File: src/design/lbrx_pkg.sv
`timescale 1ns / 1ps

package lbrx_pkg;

    // character codes that steer the receive path and line reads
    localparam logic [7:0] CHR_NUL = 8'd0;
    localparam logic [7:0] CHR_LF  = 8'd10;
    localparam logic [7:0] CHR_CR  = 8'd13;

    // a line read gives at most this many characters before its end beat
    localparam int         CHARS_W        = 6;
    localparam logic [CHARS_W-1:0] LINE_CHARS_MAX = 6'd63;

    // command codes; the spare code is served by the default arm
    typedef enum logic [1:0] {
        CMD_RX   = 2'd0,
        CMD_POP  = 2'd1,
        CMD_LINE = 2'd2
    } cmd_t;

    // result status codes
    typedef enum logic [2:0] {
        ST_STORED    = 3'd0,
        ST_IGNORED   = 3'd1,
        ST_FLUSH     = 3'd2,
        ST_POPPED    = 3'd3,
        ST_EMPTY     = 3'd4,
        ST_LINE_CHAR = 3'd5,
        ST_LINE_END  = 3'd6,
        ST_NO_LINE   = 3'd7
    } status_t;

    // sequencer states
    typedef enum logic [2:0] {
        S_IDLE,
        S_POP_WAIT,
        S_LINE_FETCH,
        S_LINE_WAIT,
        S_LINE_END
    } state_t;

    // one result beat
    typedef struct packed {
        logic [7:0] out_byte;
        status_t    status;
        logic       last;
        logic [7:0] line_count;
    } res_t;

endpackage

File: src/design/lbrx_if.sv
`timescale 1ns / 1ps

// command channel
interface lbrx_cmd_if;
    logic       valid;
    logic       ready;
    logic [1:0] command;
    logic [7:0] data_byte;

    modport source (output valid, output command, output data_byte, input ready);
    modport sink   (input valid, input command, input data_byte, output ready);
endinterface

// result channel
interface lbrx_rsp_if;
    logic       valid;
    logic       ready;
    logic [7:0] out_byte;
    logic [2:0] status;
    logic       last;
    logic [7:0] line_count;

    modport source (output valid, output out_byte, output status, output last,
                    output line_count, input ready);
    modport sink   (input valid, input out_byte, input status, input last,
                    input line_count, output ready);
endinterface

File: src/design/lbrx_ring.sv
`timescale 1ns / 1ps

module lbrx_ring #(
    parameter int RING_DEPTH = 64,
    localparam int ADDR_W = $clog2(RING_DEPTH)
) (
    input  logic              clk,
    input  logic              wr_en,
    input  logic [ADDR_W-1:0] wr_addr,
    input  logic [7:0]        wr_data,
    input  logic              rd_en,
    input  logic [ADDR_W-1:0] rd_addr,
    output logic [7:0]        rd_data
);

    logic [7:0] mem [RING_DEPTH];
    logic [7:0] rd_data_reg;

    // write port
    always_ff @(posedge clk)
    begin
        if (wr_en)
        begin
            mem[wr_addr] <= wr_data;
        end
    end

    // registered read port, holds its data until the next read
    always_ff @(posedge clk)
    begin
        if (rd_en)
        begin
            rd_data_reg <= mem[rd_addr];
        end
    end

    assign rd_data = rd_data_reg;

endmodule

File: src/design/lbrx_ctrl.sv
`timescale 1ns / 1ps

module lbrx_ctrl #(
    parameter int RING_DEPTH = 64,
    localparam int ADDR_W = $clog2(RING_DEPTH)
) (
    input  logic              clk,
    input  logic              rst_n,
    lbrx_cmd_if.sink          cmd,
    input  logic              can_emit,
    output logic              res_valid,
    output lbrx_pkg::res_t    res,
    output logic              mem_wr_en,
    output logic [ADDR_W-1:0] mem_wr_addr,
    output logic [7:0]        mem_wr_data,
    output logic              mem_rd_en,
    output logic [ADDR_W-1:0] mem_rd_addr,
    input  logic [7:0]        mem_rd_data
);

    localparam logic [ADDR_W-1:0] LAST_IDX = ADDR_W'(RING_DEPTH - 1);

    lbrx_pkg::state_t              state_reg, state_next;
    logic [ADDR_W-1:0]             head_reg, head_next;
    logic [ADDR_W-1:0]             tail_reg, tail_next;
    logic [7:0]                    lines_reg, lines_next;
    logic [lbrx_pkg::CHARS_W-1:0]  chars_reg, chars_next;

    logic [ADDR_W-1:0] head_adv;
    logic [ADDR_W-1:0] tail_adv;
    logic              empty;
    logic              rd_is_end;

    // wrapping index advance
    assign head_adv  = (head_reg == LAST_IDX) ? '0 : head_reg + 1'b1;
    assign tail_adv  = (tail_reg == LAST_IDX) ? '0 : tail_reg + 1'b1;
    assign empty     = (head_reg == tail_reg);
    assign rd_is_end = (mem_rd_data == lbrx_pkg::CHR_CR)
                    || (mem_rd_data == lbrx_pkg::CHR_NUL);

    // state and pointer registers
    always_ff @(posedge clk or negedge rst_n)
    begin
        if (!rst_n)
        begin
            state_reg <= lbrx_pkg::S_IDLE;
            head_reg  <= '0;
            tail_reg  <= '0;
            lines_reg <= '0;
            chars_reg <= '0;
        end
        else
        begin
            state_reg <= state_next;
            head_reg  <= head_next;
            tail_reg  <= tail_next;
            lines_reg <= lines_next;
            chars_reg <= chars_next;
        end
    end

    // sequencer: commands are taken one at a time, so a ring write and a
    // ring read never touch the same entry in overlapping cycles
    always_comb
    begin
        state_next   = state_reg;
        head_next    = head_reg;
        tail_next    = tail_reg;
        lines_next   = lines_reg;
        chars_next   = chars_reg;
        cmd.ready    = 1'b0;
        res_valid    = 1'b0;
        res          = '0;
        mem_wr_en    = 1'b0;
        mem_wr_addr  = head_adv;
        mem_wr_data  = cmd.data_byte;
        mem_rd_en    = 1'b0;
        mem_rd_addr  = tail_adv;

        case (state_reg)
            lbrx_pkg::S_IDLE:
            begin
                cmd.ready = can_emit;
                if (cmd.valid && can_emit)
                begin
                    case (cmd.command)
                        lbrx_pkg::CMD_RX:
                        begin
                            res_valid = 1'b1;
                            res.last  = 1'b1;
                            if (head_adv == tail_reg)
                            begin
                                // full ring: flush, byte lost
                                head_next  = tail_reg;
                                res.status = lbrx_pkg::ST_FLUSH;
                            end
                            else if ((cmd.data_byte == lbrx_pkg::CHR_NUL)
                                  || (cmd.data_byte == lbrx_pkg::CHR_LF))
                            begin
                                res.status = lbrx_pkg::ST_IGNORED;
                            end
                            else
                            begin
                                mem_wr_en  = 1'b1;
                                head_next  = head_adv;
                                res.status = lbrx_pkg::ST_STORED;
                                if (cmd.data_byte == lbrx_pkg::CHR_CR)
                                begin
                                    lines_next = lines_reg + 8'd1;
                                end
                            end
                        end
                        lbrx_pkg::CMD_POP:
                        begin
                            if (empty)
                            begin
                                res_valid  = 1'b1;
                                res.last   = 1'b1;
                                res.status = lbrx_pkg::ST_EMPTY;
                            end
                            else
                            begin
                                mem_rd_en  = 1'b1;
                                tail_next  = tail_adv;
                                state_next = lbrx_pkg::S_POP_WAIT;
                            end
                        end
                        lbrx_pkg::CMD_LINE:
                        begin
                            if (lines_reg == 8'd0)
                            begin
                                res_valid  = 1'b1;
                                res.last   = 1'b1;
                                res.status = lbrx_pkg::ST_NO_LINE;
                            end
                            else
                            begin
                                chars_next = '0;
                                state_next = lbrx_pkg::S_LINE_FETCH;
                            end
                        end
                        default:
                        begin
                            res_valid  = 1'b1;
                            res.last   = 1'b1;
                            res.status = lbrx_pkg::ST_IGNORED;
                        end
                    endcase
                end
            end

            // popped byte arrives from the ring
            lbrx_pkg::S_POP_WAIT:
            begin
                if (can_emit)
                begin
                    res_valid    = 1'b1;
                    res.out_byte = mem_rd_data;
                    res.status   = lbrx_pkg::ST_POPPED;
                    res.last     = 1'b1;
                    state_next   = lbrx_pkg::S_IDLE;
                end
            end

            // first fetch of a line
            lbrx_pkg::S_LINE_FETCH:
            begin
                if (empty || (chars_reg == lbrx_pkg::LINE_CHARS_MAX))
                begin
                    state_next = lbrx_pkg::S_LINE_END;
                end
                else
                begin
                    mem_rd_en  = 1'b1;
                    tail_next  = tail_adv;
                    state_next = lbrx_pkg::S_LINE_WAIT;
                end
            end

            // end on CR or NUL, else emit the byte, prefetch the next
            lbrx_pkg::S_LINE_WAIT:
            begin
                if (rd_is_end)
                begin
                    state_next = lbrx_pkg::S_LINE_END;
                end
                else if (can_emit)
                begin
                    res_valid    = 1'b1;
                    res.out_byte = mem_rd_data;
                    res.status   = lbrx_pkg::ST_LINE_CHAR;
                    chars_next   = chars_reg + 1'b1;
                    if ((chars_reg != lbrx_pkg::LINE_CHARS_MAX - 1'b1) && !empty)
                    begin
                        mem_rd_en = 1'b1;
                        tail_next = tail_adv;
                    end
                    else
                    begin
                        state_next = lbrx_pkg::S_LINE_END;
                    end
                end
            end

            // end marker, one line fewer
            lbrx_pkg::S_LINE_END:
            begin
                if (can_emit)
                begin
                    lines_next = lines_reg - 8'd1;
                    res_valid  = 1'b1;
                    res.status = lbrx_pkg::ST_LINE_END;
                    res.last   = 1'b1;
                    state_next = lbrx_pkg::S_IDLE;
                end
            end

            default:
            begin
                state_next = lbrx_pkg::S_IDLE;
            end
        endcase

        res.line_count = lines_next;
    end

endmodule

File: src/design/line_buffered_rx_fifo.sv
`timescale 1ns / 1ps

// channel  dir  fields                                 beat
// -------  ---  -------------------------------------  -----------------------
// cmd      in   command, data_byte                     valid && ready
// rsp      out  out_byte, status, last, line_count     valid && ready
//
// receive, empty pop, no-line and spare commands: answered when taken, result
// beat registered the cycle after. a pop that finds a byte reads the ring and
// returns it from S_POP_WAIT. a line read runs S_LINE_FETCH, then S_LINE_WAIT
// per character and S_LINE_END; it ends at CR, an empty ring or the length cap.
// reset clears the pointers and line count at once; ring contents are kept.
// the result register lets a new command in while it is being drained.
module line_buffered_rx_fifo #(
    parameter int RING_DEPTH = 64
) (
    input  logic      clk,
    input  logic      rst_n,
    lbrx_cmd_if.sink  cmd,
    lbrx_rsp_if.source rsp
);

    localparam int ADDR_W = $clog2(RING_DEPTH);

    logic              can_emit;
    logic              res_valid;
    lbrx_pkg::res_t    res;
    logic              mem_wr_en;
    logic [ADDR_W-1:0] mem_wr_addr;
    logic [7:0]        mem_wr_data;
    logic              mem_rd_en;
    logic [ADDR_W-1:0] mem_rd_addr;
    logic [7:0]        mem_rd_data;

    logic              out_valid_reg;
    lbrx_pkg::res_t    out_reg;

    // sequencer with pointers and line count
    lbrx_ctrl #(
        .RING_DEPTH (RING_DEPTH)
    ) u_ctrl (
        .clk         (clk),
        .rst_n       (rst_n),
        .cmd         (cmd),
        .can_emit    (can_emit),
        .res_valid   (res_valid),
        .res         (res),
        .mem_wr_en   (mem_wr_en),
        .mem_wr_addr (mem_wr_addr),
        .mem_wr_data (mem_wr_data),
        .mem_rd_en   (mem_rd_en),
        .mem_rd_addr (mem_rd_addr),
        .mem_rd_data (mem_rd_data)
    );

    // byte ring
    lbrx_ring #(
        .RING_DEPTH (RING_DEPTH)
    ) u_ring (
        .clk     (clk),
        .wr_en   (mem_wr_en),
        .wr_addr (mem_wr_addr),
        .wr_data (mem_wr_data),
        .rd_en   (mem_rd_en),
        .rd_addr (mem_rd_addr),
        .rd_data (mem_rd_data)
    );

    // result register
    assign can_emit = !out_valid_reg || rsp.ready;

    always_ff @(posedge clk or negedge rst_n)
    begin
        if (!rst_n)
        begin
            out_valid_reg <= 1'b0;
        end
        else if (res_valid)
        begin
            out_valid_reg <= 1'b1;
        end
        else if (rsp.ready)
        begin
            out_valid_reg <= 1'b0;
        end
    end

    always_ff @(posedge clk)
    begin
        if (res_valid)
        begin
            out_reg <= res;
        end
    end

    assign rsp.valid      = out_valid_reg;
    assign rsp.out_byte   = out_reg.out_byte;
    assign rsp.status     = out_reg.status;
    assign rsp.last       = out_reg.last;
    assign rsp.line_count = out_reg.line_count;

    // a new result never overwrites one still waiting
    a_no_overwrite: assert property (@(posedge clk) disable iff (!rst_n)
        res_valid |-> (!out_valid_reg || rsp.ready))
        else $error("result overwrote a waiting beat");

    // ring reads and writes come from different commands
    a_rw_apart: assert property (@(posedge clk) disable iff (!rst_n)
        mem_wr_en |-> !mem_rd_en)
        else $error("ring read and write in the same cycle");

    // a ring read keeps the command side closed while its data is in flight
    a_busy_after_read: assert property (@(posedge clk) disable iff (!rst_n)
        mem_rd_en |=> !cmd.ready)
        else $error("command taken while ring read pending");

endmodule
File: src/flat_wrapper.sv
// flat-port wrapper written by rule: the top's interface ports become plain ports
module line_buffered_rx_fifo_flat 
#(
    parameter int RING_DEPTH = 64
)
  (clk, rst_n, cmd_valid, cmd_command, cmd_data_byte, cmd_ready, rsp_valid, rsp_out_byte, rsp_status, rsp_last, rsp_line_count, rsp_ready);
  lbrx_cmd_if cmd_i ();
  lbrx_rsp_if rsp_i ();
  input  logic clk;
  input  logic rst_n;
  input wire logic [$bits(cmd_i.valid)-1:0] cmd_valid;
  input wire logic [$bits(cmd_i.command)-1:0] cmd_command;
  input wire logic [$bits(cmd_i.data_byte)-1:0] cmd_data_byte;
  output wire logic [$bits(cmd_i.ready)-1:0] cmd_ready;
  output wire logic [$bits(rsp_i.valid)-1:0] rsp_valid;
  output wire logic [$bits(rsp_i.out_byte)-1:0] rsp_out_byte;
  output wire logic [$bits(rsp_i.status)-1:0] rsp_status;
  output wire logic [$bits(rsp_i.last)-1:0] rsp_last;
  output wire logic [$bits(rsp_i.line_count)-1:0] rsp_line_count;
  input wire logic [$bits(rsp_i.ready)-1:0] rsp_ready;
  assign cmd_i.valid = cmd_valid;
  assign cmd_i.command = cmd_command;
  assign cmd_i.data_byte = cmd_data_byte;
  assign cmd_ready = cmd_i.ready;
  assign rsp_valid = rsp_i.valid;
  assign rsp_out_byte = rsp_i.out_byte;
  assign rsp_status = rsp_i.status;
  assign rsp_last = rsp_i.last;
  assign rsp_line_count = rsp_i.line_count;
  assign rsp_i.ready = rsp_ready;
  line_buffered_rx_fifo #(.RING_DEPTH(RING_DEPTH)) u_core (.clk(clk), .rst_n(rst_n), .cmd(cmd_i), .rsp(rsp_i));
endmodule
File: config.mk
export PLATFORM = sky130hd
export DESIGN_NAME = line_buffered_rx_fifo_flat
export DESIGN_NICKNAME = d
export VERILOG_FILES = /design/src/design/lbrx_pkg.sv /design/src/design/lbrx_if.sv /design/src/design/lbrx_ring.sv /design/src/design/lbrx_ctrl.sv /design/src/design/line_buffered_rx_fifo.sv /design/src/flat_wrapper.sv
export SDC_FILE = /design/constraint.sdc
export NUM_CORES = 1
export LEC_CHECK = 0
export BUFFER_PORTS_ARGS = -buffer_cell sky130_fd_sc_hd__buf_2
export CORE_AREA = 2 2 204 226
export DETAILED_ROUTE_END_ITERATION = 16
export DIE_AREA = 0 0 206 228
export GPL_TIMING_DRIVEN = 0
export PLACE_DENSITY_LB_ADDON = 0.08
export SLEW_MARGIN = 20
export SYNTH_ARGS = -nofsm -noshare
export SYNTH_HDL_FRONTEND = slang
export SYNTH_SLANG_ARGS = --single-unit
export TNS_END_PERCENT = 10
File: constraint.sdc
create_clock -name clk -period 5.65 [get_ports clk]
set_clock_uncertainty 0.05 [all_clocks]
set_input_delay 0.8475 -clock clk [delete_from_list [all_inputs] [get_ports clk]]
set_output_delay 0.8475 -clock clk [all_outputs]
set_load 0.005 [all_outputs]
==> results.cfg, run 1 <==
[pwr]
total_power_mw = 14.9
ir_drop_mv = 0.308
pwr_density_cell_nw_per_um2 = 572
p_leak_nw = 8.90

[sta]
rsz0062_at_grt = false
hold_viol_final = 0
setup_viol = 0
slew_headroom_pct = 23.9
post-route-period-util_pct = 73.1
setup_slack_ps = 1520
finalSetupTns_ps = 0
clock.fmax_mhz = 242
final_max_slew_viol_count = 0
fin_crit_ps = 4130
tightest_slew_ps = 1140

[layout]
top_register = u_core.u_ring.mem
area_growth_pct = 11.7
fin_nets = 1967
diodes = 0
fin_util_pct = 58.1
fillers = 3656
drive_above_1_share_pct = 9.14
largest_reg_flops = 512

[placed_design]
port_buffers = 35
routabilityCongestion = 0.876
dp_hpwl_um = 41600
pre_cts_ws_ps = 1370

[run]
maxCapViolations = 0

[grt]
grt_pass1_vias = 14400
grt_use_total_pct = 27.4
grt_pass1_wl_um = 93700
antenna_found_initial = 0
grt_max_degree = 67
gr-total-overflow = 0

[synthesis]
synth_area_per_cell_sq_um = 12.7
synth_ff_type = edfxtp_1
synth-async-reset-ratio_pct = 5.26
synth_cell_types = 64
yosysSeqAreaShare_pct = 72.6
synth_fp_nets = 1871
ys_ff_latch = 570
syn-cell-area_sq_um = 23400
synth_edf_count = 540
syn_inst = 1846
synth_warnings = 0

[floorplanning]
rows = 82
io_pins = 36
core_area_sq_um = 44900
start_util_pct = 52.0
die_area_sq_um = 47000
fp.dieH_um = 228
die_x_um = 206

[setup_path]
path_class = flop to flop
cp_data_required_time_ps = 6070
crit_fanout = 10
critPathLaunchType = flop
endpoint_kind = flop
arrival_ps = 4550

[cts]
post_cts_buffers = 0
cts_tree = built
clkTransAtPathRegs_ps = 70
max-clock-path-buffers = 3
post_cts_resized = 0
holdBufCountCts = 0
clk_latency_ps = 630
htreeDepth = 2
clkSinkCount = 570
cts_made_buffers = 56
root_buffer = clkbuf_16

[drt]
initialDrtViolationCount = 1989
drt-total-wl_um = 63500
dr.pass1.iters = 5
drc = 0
wire_per_inst_um = 24.7
postRouteAntennaNets = 0
vias_per_cell = 5.96
vias = 15300

[worst_hold_path]
hold_class = primary input to asynchronous set/reset pin

[status]
outcome = complete, no violations
-- power by group --
group          total, mW  internal [mW]  switching (mW)
Clock               3.61           2.02            1.59
Sequential          5.03           4.92           0.107
Combinational       6.28           1.64            4.64
Total               14.9           8.59            6.33
-- cell type report --
cell class	count	area (sq um)	area share [%]
buffer	105	472	1.81
clock buffer	69	1470	5.64
clock inverter	28	256	0.983
inverter	10	37.5	0.144
multi-input combinational	1161	5890	22.6
sequential	570	17000	65.0
tap	588	736	2.82
timing repair buffer	38	263	1.01
-- cells in the mapped netlist (10+ instances only) --
cell	number	area, sq um
a21oi_1	11	55.1
a31oi_1	36	225
a32oi_1	17	149
and2_1	15	93.8
buf_2	44	220
clkbuf_1	54	203
dfrtp_1	30	751
edfxtp_1	540	16200
ha_1	11	138
inv_1	10	37.5
mux2i_1	17	170
nand2_1	515	1930
nand3_1	244	1220
nand4_1	54	338
nor2_1	87	327
o21ai_0	19	95.1
xnor2_1	13	114
xor2_1	13	114
-- cell families (layout without fill, tap and decap cells) --
group,Yosys count,count (layout),share of synthesized area [%]
AND/OR/NAND/NOR,961,961,18.1
adder cells (fa/ha/maj),11,11,0.589
multiplexers,21,21,0.921
buffers and inverters,115,250,2.18
XOR/XNOR,27,27,1.04
AO/OA/AOI/OAI,141,141,4.53
flip-flops,570,570,72.6
-- worst paths after layout --
check                                                 from  depth (start not counted)  slack [ps]                          to
min in group clk                u_core.u_ctrl.lines_reg[7]                          1         470  u_core.u_ctrl.lines_reg[7]
worst min register to register  u_core.u_ctrl.lines_reg[7]                          1         470  u_core.u_ctrl.lines_reg[7]
worst max register to register   u_core.u_ctrl.tail_reg[0]                         10        1520    u_core.u_ring.rd_data[4]
worst max-delay path             u_core.u_ctrl.tail_reg[0]                         10        1520    u_core.u_ring.rd_data[4]
max in group asynchronous                            rst_n                          1        4880  u_core.u_ctrl.lines_reg[7]
worst min-delay path                                 rst_n                          1         220  u_core.u_ctrl.chars_reg[4]
-- stage by stage --
step | hold slack (ps) | std cells | area (sq um)
global route | 272 | 2569 | 26100
finish | 220 | 2569 | 26100
global placement | 419 | 2469 | 24300
CTS | 225 | 2569 | 26100
floorplan | 388 | 1846 | 23400
detailed placement | 427 | 2472 | 24400
-- routing by layer --
| layer | wire [um] | track usage [%] | up-vias | part of all wire (%) |
|---|---|---|---|---|
| li1 | - | - | 6953 | - |
| met2 | 30400 | 44.2 | 718 | 48 |
| met1 | 26300 | 38.6 | 7524 | 41 |
| met5 | 0 | 0 | - | 0 |
| met4 | 2130 | 9.02 | 0 | 3.4 |
| met3 | 4670 | 3.79 | 123 | 7.4 |
-- cell usage in the layout, fill, tap and decap left out, types with 5 or more instances in the layout --
cell type,count
a21oi_1,11
a221oi_1,8
a22oi_1,8
a31oi_1,36
a32o_1,8
a32oi_1,17
and2_1,15
buf_2,71
buf_4,10
clkbuf_1,66
clkbuf_16,57
clkinv_1,9
clkinv_2,10
dfrtp_1,30
edfxtp_1,540
ha_1,11
inv_1,10
mux2i_1,17
nand2_1,515
nand3_1,244
nand4_1,54
nor2_1,87
nor2b_1,7
nor3_1,6
o21ai_0,19
or3_1,5
xnor2_1,13
xor2_1,13
-- critical path: stages, from the launching register on --
cell and delay, ps:
dfrtp_1 480, ha_1 310, and3_1 210, a31oi_1 750, clkbuf_1 510, buf_2 360, nand2_1 80, nand3_1 100
nand4_1 240, a221oi_1 620, a32o_1 250
Power figures use the tool's default switching activity.
==> run 2, diff against run 1 <==
==> constraint.sdc (replaced) <==
create_clock -name clk -period 3.3 [get_ports clk]
set_clock_uncertainty 0.05 [all_clocks]
set_input_delay 0.495 -clock clk [delete_from_list [all_inputs] [get_ports clk]]
set_output_delay 0.495 -clock clk [all_outputs]
set_load 0.005 [all_outputs]
==> run 2 against run 1 <==
  * Fmax rose by 27%
  * Routed wire length grew 0.48%
  * Clock power is 71% higher
  * Setup slack lost 1500 ps
  * Final cell count is 0.16% higher
==> results.cfg, run 2 (synthesis results as in run 1) <==
[run]
maxCapViolations = 0

[sta]
setup_slack_ps = 43.9
slew_headroom_pct = 40.2
tightest_slew_ps = 897
setup_viol = 0
final_max_slew_viol_count = 0
clock.fmax_mhz = 307
hold_viol_final = 0
rsz0062_at_grt = true
fin_crit_ps = 3260
post-route-period-util_pct = 98.7

[setup_path]
r2r_slack_ps = 40
endpoint_kind = flop
cp_data_required_time_ps = 3720
timing.rr.start = u_core.u_ctrl.tail_reg[1]
reg2reg_depth = 10
critPathLaunchType = flop
arrival_ps = 3680
path_class = flop to flop
crit_fanout = 10
r2r-end = u_core.u_ring.rd_data[4]

[drt]
initialDrtViolationCount = 1857
vias = 15300
dr.pass1.iters = 6
wire_per_inst_um = 24.8
drt-total-wl_um = 63800
postRouteAntennaNets = 0
vias_per_cell = 5.93
drc = 0

[floorplanning]
fp.dieH_um = 228
die_x_um = 206
rows = 82
start_util_pct = 52.0
core_area_sq_um = 44900
io_pins = 36
die_area_sq_um = 47000

[worst_hold_path]
hold_class = primary input to flop
hold_depth = 1
hold_path.startpoint = cmd_data_byte[3]
whs_endpoint = u_core.u_ring.mem[11][3]

[cts]
max-clock-path-buffers = 3
cts_made_buffers = 56
clkSinkCount = 570
root_buffer = clkbuf_16
clk_latency_ps = 620
htreeDepth = 2
clkTransAtPathRegs_ps = 60
cts_tree = built

[grt]
grt_pass1_vias = 14500
grt_use_total_pct = 27.6
grt_max_degree = 67
gr-total-overflow = 0
antenna_found_initial = 0
grt_pass1_wl_um = 94500

[pwr]
ir_drop_mv = 0.537
p_leak_nw = 9.21
pwr_density_cell_nw_per_um2 = 977

[layout]
top_register = u_core.u_ring.mem
diodes = 0
layout_commonest_cell = edfxtp_1
stdcell_count = 2573
fin_util_pct = 60.1
area_growth_pct = 15.5
fin_nets = 1971
drive_above_1_share_pct = 15.9
largest_reg_flops = 512
final_cell_mix = edfxtp_1 (540), nand2_1 (503), nand3_1 (239)

[placed_design]
placedCellCount = 2472
dp_hpwl_um = 41600
port_buffers = 35
pre_cts_ws_ps = -678
routabilityCongestion = 0.876

[status]
outcome = complete, no violations
==> run 2: changes by cell type in the layout (fill, tap and decap cells not counted), sizes merged <==
cell and delta:
clkbuf +2, buf +1, dlygate4sd3 +1
==> run 2: stage by stage <==
stage               cell area [sq um]  setup TNS [ps]  power, mW  hold slack, ps
detailed placement              24400         -293150       19.3             427
CTS                             26800            -207       26.0             206
floorplan                       23400               0       14.8             149
finish                          27000               0       26.4             242
global route                    27000            -705       27.5             230
global placement                24300         -445450       19.2             419
==> run 2: layer usage <==
| layer | routed length (um) | up-vias | track usage (%) |
|---|---|---|---|
| met3 | 4660 | 131 | 4.20 |
| met2 | 30500 | 668 | 44.4 |
| met4 | 2210 | 0 | 9.35 |
| li1 | - | 6974 | - |
| met1 | 26500 | 7493 | 38.5 |
| met5 | 0 | - | 0 |
==> run 2: worst max path at each step <==
stage,startpoint,endpoint,slack (ps),depth (start not counted)
5_1_grt,u_core.u_ctrl.head_reg[1],u_core.u_ring.mem[29][3],-20,10
4_1_cts,u_core.u_ctrl.tail_reg[0],u_core.u_ring.rd_data[0],-80,10
6_report,u_core.u_ctrl.tail_reg[1],u_core.u_ring.rd_data[4],40,10
3_3_place_gp,cmd_data_byte[1],u_core.u_ring.mem[14][5],-1130,6
2_1_floorplan,u_core.u_ctrl.head_reg[1],u_core.u_ring.mem[34][0],370,9
3_5_place_dp,u_core.u_ctrl.head_reg[1],u_core.u_ring.mem[14][5],-680,9
==> run 2: what timing repair did <==
action	4_1_cts	5_1_grt
resized for setup	187	48
setup buffers	2	3
pin swaps	2	5
hold buffers	1	0
setup endpoints to repair	520	520
hold endpoints to repair	30	0
==> run 2: report_power, final <==
part           total [mW]  switching, mW  internal, mW
Sequential           8.62          0.190          8.43
Combinational        11.6           8.47          3.11
Clock                6.17           2.70          3.46
Total                26.4           11.4          15.0
==> run 2: critical path, stage by stage (launching register included) <==
cell and delay (ps):
dfrtp_1 480, ha_2 290, and3_1 250, a31o_2 320, buf_4 260, buf_2 300, nand2_1 90, nand3_1 100
nand4_1 310, a221oi_4 430, a32o_1 210
==> run 2: cell type report <==
cell class	instances	area (sq um)
inverter	10	37.5
sequential	570	17000
tap	588	736
clock inverter	28	256
multi-input combinational	1161	6670
timing repair buffer	44	348
buffer	103	519
fill	3551	17900
clock buffer	69	1470
